===== src/hw/rtl/quadrature_position_velocity_unit_defines.svh =====
// Assertion helpers shared by the decoder modules.
// Each expects clk and rst in the scope where it is used.
`ifndef QUADRATURE_POSITION_VELOCITY_UNIT_DEFINES_SVH
`define QUADRATURE_POSITION_VELOCITY_UNIT_DEFINES_SVH

// Consequent must hold in the same cycle as the antecedent.
`define QPV_ASSERT_SAME(label, ante, cons, msg) \
  label: assert property (@(posedge clk) disable iff (rst) (ante) |-> (cons)) \
    else $error(msg);

// Consequent must hold in the cycle after the antecedent.
`define QPV_ASSERT_NEXT(label, ante, cons, msg) \
  label: assert property (@(posedge clk) disable iff (rst) (ante) |=> (cons)) \
    else $error(msg);

`endif


===== src/hw/rtl/qpv_pkg.sv =====
`timescale 1ns / 1ps

package qpv_pkg;

  // Raw counter width and output fraction bits
  localparam int unsigned COUNT_BITS = 32;
  localparam int unsigned FRAC_BITS  = 16;

  localparam int unsigned VAL_W   = 32;
  localparam int unsigned PPR_W   = 14;
  localparam int unsigned CPR_W   = PPR_W + 2;
  localparam int unsigned TIME_W  = 32;
  localparam int unsigned SCALE   = 1000000;
  localparam int unsigned NUM_W   = VAL_W + $clog2(SCALE + 1);
  localparam int unsigned DEN_W   = CPR_W + TIME_W;
  localparam int unsigned NFULL_W = NUM_W + FRAC_BITS + 1;
  // Quotient bits kept: the output width plus a rounding bit below
  localparam int unsigned QB      = VAL_W + 1;
  localparam int unsigned QCNT_W  = $clog2(QB + 1);

  localparam int unsigned FIFO_DEPTH = 4;
  localparam int unsigned FIFO_AW    = $clog2(FIFO_DEPTH);

  typedef logic [COUNT_BITS-1:0] count_t;
  typedef logic [VAL_W-1:0]      word_t;
  typedef logic [PPR_W-1:0]      ppr_t;
  typedef logic [CPR_W-1:0]      cpr_t;
  typedef logic [TIME_W-1:0]     time_t;
  typedef logic [NUM_W-1:0]      num_t;
  typedef logic [DEN_W-1:0]      den_t;
  typedef logic [NFULL_W-1:0]    nfull_t;
  typedef logic [QB-1:0]         quo_t;
  typedef logic [QCNT_W-1:0]     qcnt_t;
  typedef logic [FIFO_AW-1:0]    fptr_t;
  typedef logic [FIFO_AW:0]      fcnt_t;

  localparam ppr_t PPR_RESET = ppr_t'(1024);
  localparam num_t SCALE_K   = num_t'(SCALE);

  // Request kinds
  localparam logic REQ_SAMPLE = 1'b0;
  localparam logic REQ_UPDATE = 1'b1;

  // Saturation limits on the rounded magnitude
  localparam quo_t  SAT_NEG_MAG = quo_t'(1) << (VAL_W - 1);
  localparam quo_t  SAT_POS_MAG = SAT_NEG_MAG - quo_t'(1);
  localparam word_t VAL_MIN     = word_t'(SAT_NEG_MAG);
  localparam word_t VAL_MAX     = word_t'(SAT_POS_MAG);

  typedef struct packed {
    logic   is_update;
    logic   step_error;
    count_t count;
    time_t  now_us;
  } cmd_t;

  typedef struct packed {
    logic we;
    cmd_t cmd;
  } fifo_wr_t;

  typedef struct packed {
    word_t total_count;
    word_t position_rev;
    word_t velocity_rps;
    logic  step_error;
  } result_t;

  typedef struct packed {
    logic start;
    num_t num;
    den_t den;
  } div_req_t;

  typedef struct packed {
    logic busy;
    logic done;
    logic ovf;
    quo_t quo;
  } div_rsp_t;

endpackage


===== src/hw/rtl/quadrature_position_velocity_unit.sv =====
// Quadrature x4 decoder with position and velocity report.
// Input channel (push/full): one transaction per item. req_type 0 carries the
// A/B levels of a sample; req_type 1 is an update that carries now_us.
// Result channel (empty/pop): every item yields exactly one result, in order:
// total_count, position_rev and velocity_rps as of the last update, and
// step_error for a sample that flipped both channels at once.
// Config: cfg_we/cfg_wdata write pulses_per_rev; write it only while idle.
// Front decodes levels into the raw count as items arrive, at one item per cycle
// while the queue is not full, and queues a command (4 deep) for the back end.
// Samples: result via the command queue and the result register, one per cycle
// sustained while the receiver pops and no update is in progress. Updates run
// the divider for position, then velocity; velocity is skipped on zero elapsed
// time, both on zero pulses_per_rev; a saturating quotient ends its divide early.
// The shared divider retires one of 33 quotient bits per cycle; later items wait.
// When the receiver stalls, the result register holds and the command queue
// absorbs up to 4 more items before full rises.
// Reset (rst, synchronous) clears all counts, times, position and velocity,
// empties the queues and sets pulses_per_rev to 1024. No clearing pass.
`timescale 1ns / 1ps

module quadrature_position_velocity_unit (
  input  logic               clk,
  input  logic               rst,
  // configuration
  input  logic               cfg_we,
  input  logic [13:0]        cfg_wdata,
  // input transactions
  input  logic               push,
  output logic               full,
  input  logic               req_type,
  input  logic               level_a,
  input  logic               level_b,
  input  logic [31:0]        now_us,
  // result transactions
  output logic               empty,
  input  logic               pop,
  output logic signed [31:0] total_count,
  output logic signed [31:0] position_rev,
  output logic signed [31:0] velocity_rps,
  output logic               step_error
);

  qpv_pkg::fifo_wr_t q_wr;
  qpv_pkg::cmd_t     q_head;
  logic              q_full;
  logic              q_empty;
  logic              q_rd;
  logic              out_valid;
  qpv_pkg::result_t  res;
  qpv_pkg::div_req_t div_req;
  qpv_pkg::div_rsp_t div_rsp;

  // Front: decode levels, keep the raw count, classify items
  qpv_front u_front (
    .clk      (clk),
    .rst      (rst),
    .push     (push),
    .full     (q_full),
    .req_type (req_type),
    .level_a  (level_a),
    .level_b  (level_b),
    .now_us   (now_us),
    .wr       (q_wr)
  );

  // Command queue between front and back
  qpv_cmd_fifo u_cmd_fifo (
    .clk   (clk),
    .rst   (rst),
    .wr    (q_wr),
    .rd    (q_rd),
    .head  (q_head),
    .full  (q_full),
    .empty (q_empty)
  );

  // Shared bit-serial divider for position and velocity
  qpv_divider u_divider (
    .clk (clk),
    .rst (rst),
    .req (div_req),
    .rsp (div_rsp)
  );

  // Back: fold count changes, scale, saturate, hold the result register
  qpv_back u_back (
    .clk       (clk),
    .rst       (rst),
    .cfg_we    (cfg_we),
    .cfg_wdata (cfg_wdata),
    .head      (q_head),
    .q_empty   (q_empty),
    .rd        (q_rd),
    .pop       (pop),
    .out_valid (out_valid),
    .res       (res),
    .div_req   (div_req),
    .div_rsp   (div_rsp)
  );

  assign full         = q_full;
  assign empty        = ~out_valid;
  assign total_count  = $signed(res.total_count);
  assign position_rev = $signed(res.position_rev);
  assign velocity_rps = $signed(res.velocity_rps);
  assign step_error   = res.step_error;

endmodule


===== src/hw/rtl/qpv_front.sv =====
`timescale 1ns / 1ps

module qpv_front (
  input  logic              clk,
  input  logic              rst,
  input  logic              push,
  input  logic              full,
  input  logic              req_type,
  input  logic              level_a,
  input  logic              level_b,
  input  qpv_pkg::time_t    now_us,
  output qpv_pkg::fifo_wr_t wr
);

  logic [1:0]       prev_levels;
  qpv_pkg::count_t  raw_count;
  logic             accept;
  logic             is_sample;
  logic             a_chg;
  logic             b_chg;
  logic             moved;
  logic             up;

  assign accept    = push & ~full;
  assign is_sample = (req_type == qpv_pkg::REQ_SAMPLE);
  assign a_chg     = level_a ^ prev_levels[1];
  assign b_chg     = level_b ^ prev_levels[0];
  assign moved     = a_chg ^ b_chg;

  // Direction of a single-channel step
  always_comb begin
    if (a_chg) begin
      up = level_a ? ~level_b : level_b;
    end else begin
      up = level_b ? level_a : ~level_a;
    end
  end

  always_comb begin
    wr.we             = accept;
    wr.cmd.is_update  = ~is_sample;
    wr.cmd.step_error = is_sample & a_chg & b_chg;
    wr.cmd.count      = raw_count;
    wr.cmd.now_us     = now_us;
  end

  always_ff @(posedge clk) begin
    if (rst) begin
      prev_levels <= '0;
      raw_count   <= '0;
    end else if (accept && is_sample) begin
      prev_levels <= {level_a, level_b};
      if (moved) begin
        raw_count <= up ? raw_count + qpv_pkg::count_t'(1)
                        : raw_count - qpv_pkg::count_t'(1);
      end
    end
  end

endmodule


===== src/hw/rtl/qpv_cmd_fifo.sv =====
`timescale 1ns / 1ps
`include "quadrature_position_velocity_unit_defines.svh"

module qpv_cmd_fifo (
  input  logic              clk,
  input  logic              rst,
  input  qpv_pkg::fifo_wr_t wr,
  input  logic              rd,
  output qpv_pkg::cmd_t     head,
  output logic              full,
  output logic              empty
);

  qpv_pkg::cmd_t  entries [qpv_pkg::FIFO_DEPTH];
  qpv_pkg::fptr_t wr_ptr;
  qpv_pkg::fptr_t rd_ptr;
  qpv_pkg::fcnt_t count;
  logic           do_wr;
  logic           do_rd;

  assign full  = (count == qpv_pkg::fcnt_t'(qpv_pkg::FIFO_DEPTH));
  assign empty = (count == '0);
  assign do_wr = wr.we & ~full;
  assign do_rd = rd & ~empty;
  assign head  = entries[rd_ptr];

  always_ff @(posedge clk) begin
    if (do_wr) begin
      entries[wr_ptr] <= wr.cmd;
    end
  end

  always_ff @(posedge clk) begin
    if (rst) begin
      wr_ptr <= '0;
      rd_ptr <= '0;
      count  <= '0;
    end else begin
      if (do_wr) begin
        wr_ptr <= wr_ptr + qpv_pkg::fptr_t'(1);
      end
      if (do_rd) begin
        rd_ptr <= rd_ptr + qpv_pkg::fptr_t'(1);
      end
      if (do_wr && !do_rd) begin
        count <= count + qpv_pkg::fcnt_t'(1);
      end else if (do_rd && !do_wr) begin
        count <= count - qpv_pkg::fcnt_t'(1);
      end
    end
  end

  `QPV_ASSERT_NEXT(a_fifo_grow, do_wr && !do_rd, count == $past(count) + qpv_pkg::fcnt_t'(1), "command queue lost a write")

endmodule


===== src/hw/rtl/qpv_divider.sv =====
`timescale 1ns / 1ps
`include "quadrature_position_velocity_unit_defines.svh"

module qpv_divider (
  input  logic              clk,
  input  logic              rst,
  input  qpv_pkg::div_req_t req,
  output qpv_pkg::div_rsp_t rsp
);

  qpv_pkg::nfull_t n_full;
  qpv_pkg::nfull_t n_high;
  logic            ovf_now;
  qpv_pkg::den_t   den;
  qpv_pkg::den_t   rem;
  qpv_pkg::quo_t   low;
  qpv_pkg::quo_t   quo;
  qpv_pkg::qcnt_t  cnt;
  logic            busy;
  logic            done;
  logic            done_next;
  logic            ovf;
  logic [qpv_pkg::DEN_W:0] shifted;
  logic            take;

  // Numerator scaled by 2^(FRAC_BITS+1); the extra bit feeds rounding
  assign n_full  = {req.num, {(qpv_pkg::FRAC_BITS + 1){1'b0}}};
  assign n_high  = n_full >> qpv_pkg::QB;
  // Quotient would not fit in QB bits: result saturates anyway
  assign ovf_now = (n_high >= qpv_pkg::nfull_t'(req.den));

  assign shifted = {rem, low[qpv_pkg::QB-1]};
  assign take    = (shifted >= {1'b0, den});

  // Pulse done on an overflowing start or on the last restoring step
  assign done_next = req.start ? ovf_now : (busy && (cnt == qpv_pkg::qcnt_t'(1)));

  always_ff @(posedge clk) begin
    if (rst) begin
      busy <= 1'b0;
      done <= 1'b0;
      cnt  <= '0;
    end else begin
      done <= done_next;
      if (req.start) begin
        ovf <= ovf_now;
        den <= req.den;
        rem <= qpv_pkg::den_t'(n_high);
        low <= n_full[qpv_pkg::QB-1:0];
        quo <= '0;
        if (!ovf_now) begin
          busy <= 1'b1;
          cnt  <= qpv_pkg::qcnt_t'(qpv_pkg::QB);
        end
      end else if (busy) begin
        // One restoring step per cycle
        if (take) begin
          rem <= qpv_pkg::den_t'(shifted - {1'b0, den});
        end else begin
          rem <= shifted[qpv_pkg::DEN_W-1:0];
        end
        quo <= {quo[qpv_pkg::QB-2:0], take};
        low <= low << 1;
        cnt <= cnt - qpv_pkg::qcnt_t'(1);
        if (cnt == qpv_pkg::qcnt_t'(1)) begin
          busy <= 1'b0;
        end
      end
    end
  end

  always_comb begin
    rsp.busy = busy;
    rsp.done = done;
    rsp.ovf  = ovf;
    rsp.quo  = quo;
  end

  `QPV_ASSERT_NEXT(a_div_launch, req.start && !busy && !ovf_now, busy && (cnt == qpv_pkg::qcnt_t'(qpv_pkg::QB)), "divider did not launch")

endmodule


===== src/hw/rtl/qpv_back.sv =====
`timescale 1ns / 1ps
`include "quadrature_position_velocity_unit_defines.svh"

module qpv_back (
  input  logic              clk,
  input  logic              rst,
  input  logic              cfg_we,
  input  qpv_pkg::ppr_t     cfg_wdata,
  input  qpv_pkg::cmd_t     head,
  input  logic              q_empty,
  output logic              rd,
  input  logic              pop,
  output logic              out_valid,
  output qpv_pkg::result_t  res,
  output qpv_pkg::div_req_t div_req,
  input  qpv_pkg::div_rsp_t div_rsp
);

  typedef enum logic [2:0] {
    S_IDLE,
    S_ACC,
    S_MUL,
    S_POS,
    S_VEL,
    S_FINISH
  } state_t;

  state_t          state;
  qpv_pkg::ppr_t   ppr;
  qpv_pkg::cpr_t   cpr;
  qpv_pkg::word_t  cau;
  qpv_pkg::word_t  acc;
  qpv_pkg::time_t  tau;
  qpv_pkg::word_t  position;
  qpv_pkg::word_t  velocity;
  qpv_pkg::word_t  delta;
  qpv_pkg::word_t  dmag;
  qpv_pkg::time_t  dt;
  qpv_pkg::num_t   vnum;
  qpv_pkg::den_t   vden;
  logic            div_start;
  logic            div_start_next;
  qpv_pkg::num_t   div_num;
  qpv_pkg::den_t   div_den;
  logic            slot_free;
  logic            out_valid_next;

  function automatic qpv_pkg::word_t magnitude(qpv_pkg::word_t v);
    return v[qpv_pkg::VAL_W-1] ? qpv_pkg::word_t'(0) - v : v;
  endfunction

  // Round half away from zero on the magnitude, then clamp
  function automatic qpv_pkg::word_t saturate(logic neg, logic ovf, qpv_pkg::quo_t q);
    logic [qpv_pkg::QB:0] sum;
    qpv_pkg::quo_t        mag;
    sum = {1'b0, q} + {{qpv_pkg::QB{1'b0}}, 1'b1};
    mag = qpv_pkg::quo_t'(sum >> 1);
    if (neg) begin
      if (ovf || mag >= qpv_pkg::SAT_NEG_MAG) begin
        return qpv_pkg::VAL_MIN;
      end
      return qpv_pkg::word_t'(qpv_pkg::quo_t'(0) - mag);
    end
    if (ovf || mag >= qpv_pkg::SAT_POS_MAG) begin
      return qpv_pkg::VAL_MAX;
    end
    return qpv_pkg::word_t'(mag);
  endfunction

  assign cpr       = {ppr, 2'b00};
  assign slot_free = ~out_valid | pop;
  assign rd        = (state == S_IDLE) && !q_empty && (head.is_update || slot_free);

  // Launch the divider for position when pulses_per_rev is nonzero, then for velocity when time has passed
  assign div_start_next = ((state == S_MUL) && (ppr != '0)) ||
                          ((state == S_POS) && div_rsp.done && (dt != '0));

  // Load the result register on a sample read or a finished update
  always_comb begin
    out_valid_next = out_valid & ~pop;
    if ((rd && !head.is_update) || ((state == S_FINISH) && slot_free)) begin
      out_valid_next = 1'b1;
    end
  end

  always_comb begin
    div_req.start = div_start;
    div_req.num   = div_num;
    div_req.den   = div_den;
  end

  always_ff @(posedge clk) begin
    if (rst) begin
      state     <= S_IDLE;
      out_valid <= 1'b0;
      div_start <= 1'b0;
      ppr       <= qpv_pkg::PPR_RESET;
      cau       <= '0;
      acc       <= '0;
      tau       <= '0;
      position  <= '0;
      velocity  <= '0;
    end else begin
      if (cfg_we) begin
        ppr <= cfg_wdata;
      end
      div_start <= div_start_next;
      out_valid <= out_valid_next;
      case (state)
        S_IDLE: begin
          if (rd) begin
            if (head.is_update) begin
              delta <= qpv_pkg::word_t'($signed(
                         qpv_pkg::count_t'(head.count - qpv_pkg::count_t'(cau))));
              dt    <= head.now_us - tau;
              cau   <= qpv_pkg::word_t'(head.count);
              tau   <= head.now_us;
              state <= S_ACC;
            end else begin
              res.total_count  <= acc;
              res.position_rev <= position;
              res.velocity_rps <= velocity;
              res.step_error   <= head.step_error;
            end
          end
        end
        S_ACC: begin
          acc   <= acc + delta;
          dmag  <= magnitude(delta);
          state <= S_MUL;
        end
        S_MUL: begin
          vnum    <= qpv_pkg::num_t'(dmag) * qpv_pkg::SCALE_K;
          vden    <= qpv_pkg::den_t'(cpr) * qpv_pkg::den_t'(dt);
          div_num <= qpv_pkg::num_t'(magnitude(acc));
          div_den <= qpv_pkg::den_t'(cpr);
          if (ppr == '0) begin
            position <= '0;
            velocity <= '0;
            state    <= S_FINISH;
          end else begin
            state <= S_POS;
          end
        end
        S_POS: begin
          if (div_rsp.done) begin
            position <= saturate(acc[qpv_pkg::VAL_W-1], div_rsp.ovf, div_rsp.quo);
            if (dt != '0) begin
              div_num <= vnum;
              div_den <= vden;
              state   <= S_VEL;
            end else begin
              state <= S_FINISH;
            end
          end
        end
        S_VEL: begin
          if (div_rsp.done) begin
            velocity <= saturate(delta[qpv_pkg::VAL_W-1], div_rsp.ovf, div_rsp.quo);
            state    <= S_FINISH;
          end
        end
        S_FINISH: begin
          if (slot_free) begin
            res.total_count  <= acc;
            res.position_rev <= position;
            res.velocity_rps <= velocity;
            res.step_error   <= 1'b0;
            state            <= S_IDLE;
          end
        end
        default: begin
          state <= S_IDLE;
        end
      endcase
    end
  end

  `QPV_ASSERT_SAME(a_div_free, div_req.start, !div_rsp.busy, "divider started while busy")
  `QPV_ASSERT_NEXT(a_sample_out, rd && !head.is_update, out_valid && (res.step_error == $past(head.step_error)), "sample result not loaded")
  `QPV_ASSERT_SAME(a_no_read_busy, rd, state == S_IDLE, "command read outside idle")

endmodule

===== config.mk =====
export PLATFORM = sky130hd
export DESIGN_NAME = quadrature_position_velocity_unit
export DESIGN_NICKNAME = d
export VERILOG_FILES = /design/src/hw/rtl/qpv_pkg.sv /design/src/hw/rtl/quadrature_position_velocity_unit.sv /design/src/hw/rtl/qpv_front.sv /design/src/hw/rtl/qpv_cmd_fifo.sv /design/src/hw/rtl/qpv_divider.sv /design/src/hw/rtl/qpv_back.sv
export VERILOG_INCLUDE_DIRS = /design/src /design/src/hw/rtl
export SDC_FILE = /design/constraint.sdc
export NUM_CORES = 2
export LEC_CHECK = 0
export BUFFER_PORTS_ARGS = -buffer_cell sky130_fd_sc_hd__buf_2
export CAP_MARGIN = 20
export CORE_UTILIZATION = 25
export DETAILED_ROUTE_END_ITERATION = 6
export GPL_TIMING_DRIVEN = 0
export PLACE_DENSITY_LB_ADDON = 0.25
export SLEW_MARGIN = 10
export SYNTH_ARGS = -nofsm -noshare
export SYNTH_HDL_FRONTEND = slang
export SYNTH_HIERARCHICAL = 1
export SYNTH_SLANG_ARGS = --single-unit

===== constraint.sdc =====
create_clock -name clk -period 23.8 [get_ports clk]
set_input_delay 7.14 -clock clk [delete_from_list [all_inputs] [get_ports clk]]
set_output_delay 7.14 -clock clk [all_outputs]
set_load 0.01 [all_outputs]

==> Yosys cells after proc, flatten, opt, wreduce, memory -nomap -nowiden <==
Memory sizes are Yosys's and may differ from the RTL's. A register that Yosys moved wholly into a read port is not among the register bits.
Cells that the tools add are included.
{ "word_totals": {"ff_bits": 775, "mem_bits_rw": 264, "inputBits": 54, "wordCells": 222, "mem_count": 1} }
{ "memory_table": {"columns": ["memory", "depth", "word_bits", "read_ports", "rd_ports_with_merged_regs", "write_ports", "line_no", "text"], "rows": [
  ["u_cmd_fifo.entries", 4, 66, 1, 1, 1, "qpv_cmd_fifo.sv:14", "qpv_pkg::cmd_t entries [qpv_pkg::FIFO_DEPTH];"]
]} }
{ "op_classes": {"addsub": 15, "multipliers": 2, "magnitude_cmp": 4, "n_eq_ne": 16, "n_mux": 87, "bitwise": 18, "reduce_logical": 43} }
{ "ops": {"columns": ["cell", "n"], "rows": [
  ["2-to-1 mux 32 bit", 16],
  ["2-to-1 mux 97 bit", 3],
  ["one-hot mux 97 bit (2 select lines)", 1],
  ["2-to-1 mux 48 bit", 4],
  ["one-hot mux 32 bit (2 select lines)", 2],
  ["2-to-1 mux 52 bit", 2],
  ["one-hot mux 52 bit (2 select lines)", 1],
  ["2-to-1 mux 33 bit", 3],
  ["one-hot mux 48 bit (2 select lines)", 1],
  ["subtractor 1 x 32 -> 32 bit, first input constant", 3],
  ["subtractor 32 bit", 2],
  [">= comparator 49 x 48 -> 1 bit", 1],
  [">= comparator 36 x 48 -> 1 bit", 1],
  ["subtractor 48 bit", 1],
  ["multiplier 14 x 32 -> 46 bit", 1],
  ["multiplier 32 x 14 -> 46 bit, second input constant", 1],
  ["2-to-1 mux 1 bit", 38],
  ["2-to-1 mux 36 bit", 1],
  ["adder 33 x 1 -> 34 bit, second input constant", 1],
  [">= comparator 33 x 31 -> 1 bit, second input constant", 1],
  [">= comparator 33 x 32 -> 1 bit, second input constant", 1],
  ["adder 32 x 1 -> 32 bit, second input constant", 1],
  ["adder 32 bit", 1],
  ["nonzero test 32 bit", 1],
  ["31 further kinds", 97]
]} }

==> Longest topological paths before layout <==
{ "depth": {"depth_word": 15, "depth_mapped": 26, "depth_no_buf": 24} }

==> By module <==
The synthesis kept the hierarchy.
{ "by_module_without_submodules": {"columns": ["mod", "instances", "cells_per_inst", "area_each_um2", "seq_area_each_um2"], "rows": [
  ["qpv_back", 1, 4913, 47832.1, 15084.5],
  ["qpv_cmd_fifo", 1, 392, 9980.8, 8107.8],
  ["qpv_divider", 1, 980, 9932.0, 4544.4],
  ["qpv_front", 1, 433, 3138.0, 680.7],
  ["quadrature_position_velocity_unit", 1, 1, 3.8, 0.0]
]} }

==> Least setup slack after synthesis <==
OpenSTA, ideal clock, no wires.
{ "synth_path": {"kind": "in2reg", "start": "input rst", "end": "register u_back.div_den[10] (enable)", "t_arrival_ns": 14.566, "path_slack_ns": 8.531, "cell_stages": 2, "n_path_buf": 1, "path_cell_list": "clkbuf_1 > a211oi_1"} }
{ "synth_via": {"elab_chain_len": 2} }
{ "synth_rtl": {"columns": ["element", "line_no", "text"], "rows": [
  ["from (decl)", "quadrature_position_velocity_unit.sv:23", "input logic rst,"],
  ["inverter 1 bit (no source line)", null, null],
  ["AND reduction 4 bit (no source line)", null, null],
  ["to (signal assigned)", "qpv_back.sv:136", "div_den <= qpv_pkg::den_t'(cpr);"],
  ["to (signal assigned)", "qpv_back.sv:150", "div_den <= vden;"],
  ["to (decl)", "qpv_back.sv:44", "qpv_pkg::den_t div_den;"]
]} }
No other way between the ends.
A chain may end at the register's enable or synchronous reset.

==> Worst setup path after layout <==
{ "layout_path": {"start": "input level_b", "end": "register u_front.raw_count[20]"} }
{ "layout_via": {"elab_chain_len": 4, "word_cells_on_any_way": 8, "classes_between": "mux: 4; bitwise: 3; reduce/logical: 1"} }
{ "layout_rtl": {"columns": ["element", "line_no", "text"], "rows": [
  ["from (decl)", "quadrature_position_velocity_unit.sv:32", "input logic level_b,"],
  ["inverter 1 bit", "qpv_front.sv:33", "up = level_a ? ~level_b : level_b;"],
  ["2-to-1 mux 1 bit", "qpv_front.sv:33", null],
  ["2-to-1 mux 1 bit", "qpv_front.sv:32", "if (a_chg) begin"],
  ["2-to-1 mux 32 bit", "qpv_front.sv:54", "raw_count <= up ? raw_count + qpv_pkg::count_t'(1)"],
  ["to (signal assigned)", "qpv_front.sv:54", null],
  ["to (decl)", "qpv_front.sv:16", "qpv_pkg::count_t raw_count;"]
]} }
Several ways; a longest one is shown, not always the timed one.

==> run metrics <==
Longest Clk Path Bufs 3; ANT nets after route 0; GRT Max-Usage Layer met2; grt ovf 0; initial antenna violation count 12; Die W 534.5 µm; Overall Global Routing Usage 14.63%; CTS tree yes; worst slew pin tran 1169 ps; Worst setup EP type flip-flop; Reg-to-Reg End u_back/vden[45]; filler cell count in the final layout 29.70k; 1st-pass router iterations 6; first-pass GRT wire length 319.5 mm; Yosys warnings 6; Post-CTS Setup Bufs 0; syn_area_per_cell 10.55 µm²; slowest stage delay, CP 970 ps; Fmax achieved 0.08876 GHz; Final Cell Area 0.08081 mm²; R2R Path Start u_back/ppr[13]; Post-DP Area 0.07683 mm²; flop2flop setup slack 14730 ps; routing usage on met1 20.08%; post-synthesis cell count 6718; IO Pins 153; via count 50.07k; status completed; Die Span Y 534.5 µm; Final Hold Violating Endpoints 0; routed vias/inst 4.617; post-cts sizing count 0; DR iter-0 viols 3339; Site Rows 195; pin count of the biggest net entering global routing 41; RSZ-0062 raised after global routing no; ratio of cells with drive above 1 in the final layout 8.622%; root buffer cell clkbuf_16; Hold Path Class reg2reg; M2 GR Usage 24.41%; CP Launch Type input port; clock transition at the registers of the reported paths 60 ps; Starting Density 25.13%; Final HPWL DP 167.6 mm; Finish-stage setup viols 0; setup TNS 0 ps; GPL Wtd Cong 0.8857; CP endpoint u_front/raw_count[20]; cts hold-fix bufs 0; CP dominant cell by count buf_2; fin crit period 11270 ps; Worst path slowest cell o41ai_1; WL per Instance 19.55 µm; clock sink count 1023; Syn-to-layout area delta 14.01%; met3 Track Usage GR 1.665%; period utilisation layout 47.34%; CP Max Fanout 10; Num CTS Buffers 116; Worst Setup SP level_b; H-tree levels 3; Clk Latency, worst-skew pair 790 ps; relative slew slack 22.07%; CP required 24440 ps; Pins Over Slew Limit 0; number of global-route vias before repair 50.82k; Arrival @ worst endpoint 11910 ps; Core ar. 0.2820 mm²; final setup skew 74.68 ps; die area 0.2857 mm²; fin nets 8000; r2r worst-path depth 22; Port Buffers 119; drt total wl 212.0 mm; critical path cell sequence buf_2 -> xnor2_1 -> buf_2 -> buf_2 -> buf_2 -> buf_1 -> xnor2_1 -> ha_1 -> clkbuf_1 -> nand2_1 -> o41ai_1 -> nand2_1 -> o211a_1 -> o21ai_0 -> mux2_2; maxcap violations 0; CP Class in2reg; area of the mapped netlist 0.07088 mm²; Residual DRC 0
[sequential cells by signal, indices dropped and copies added, names as in the netlist, 16 cells and up, named ones only]
register	cells
u_cmd_fifo/entries	264
u_back/res	97
u_back/div_num	52
u_divider/den	48
u_divider/rem	48
u_back/div_den	46
u_back/vden	46
u_back/vnum	46
u_divider/quo	33
u_back/acc	32
u_back/cau	32
u_back/delta	32
u_back/dmag	32
u_back/dt	32
u_back/position	32
u_back/tau	32
u_back/velocity	32
u_front/raw_count	32
u_divider/low	16
[cells in the final DEF (no fill, tap or decap), types with 38 or more instances in the layout]
cell type,n
inv_1,805
edfxtp_1,793
nand2_1,767
fa_1,497
ha_1,453
a21oi_1,381
nor2_1,298
and2_1,281
clkbuf_1,244
o21ai_0,235
dfxtp_1,230
xnor2_1,203
buf_2,157
a21o_1,144
xor2_1,124
clkbuf_16,117
nand3_1,107
nor3_1,83
nor2b_1,77
nand4_1,75
mux4_2,66
buf_4,61
and3_1,57
nor4_1,52
nand2b_1,47
a211oi_1,44
o21a_1,42
mux2_2,41
mux2i_1,38
[per-stage QoR]
stage,hold slack (ps),setup slack [ps],utilization [%],instances
after floorplan,406.4,8531,-,6719
after global placement,422.7,3209,27.00,10580
after detailed placement,416.5,11880,27.24,10620
after CTS,432.3,12680,28.65,10840
after global routing,442.3,12320,28.65,10840
final,429.0,12530,28.65,10850
[worst max-delay path: cells and delay by family]
kind                     cells  cell delay (ps)
buffers and inverters        6             1910
XOR/XNOR                     2              430
adder cells (fa/ha/maj)      1              160
AO/OA/AOI/OAI                3             1480
multiplexers                 1              360
AND/OR/NAND/NOR              2              410
[layout make-up]
| cell class | instances | area [µm²] | area share (%) |
|---|---|---|---|
| Sequential cell | 1023 | 28420 | 35.17 |
| Tap cell | 3743 | 4683 | 5.795 |
| Clock buffer | 156 | 3174 | 3.928 |
| Inverter | 806 | 3025 | 3.744 |
| Timing Repair Buffer | 159 | 1185 | 1.466 |
| Antenna cell | 4 | 10.01 | 0.01239 |
| Clock inverter | 64 | 800.8 | 0.9909 |
| Buffer | 321 | 1478 | 1.829 |
| Multi-Input combinational cell | 4569 | 38040 | 47.07 |
[metal layers]
layer,up-vias,part of all wire [%]
met3,248,3.9
met1,25090,47
met4,4,2.3
li1,23660,-
met2,1064,47
met5,-,0.013
[worst min-delay path by stage]
stage                              startpoint        endpoint  slack (ps)  cells past startpoint
after CTS                 u_back/position[31]  u_back/res[64]         430                      0
after detailed placement  u_back/position[31]  u_back/res[64]         420                      0
after global routing      u_back/velocity[31]  u_back/res[32]         440                      0
final                     u_back/position[31]  u_back/res[64]         430                      0
after floorplan                u_back/acc[31]  u_back/res[96]         410                      0
after global placement     u_back/velocity[6]   u_back/res[7]         420                      0
Power is not shown: default switching activity piles up to over one toggle a cycle in this logic, so the estimate is an artifact.
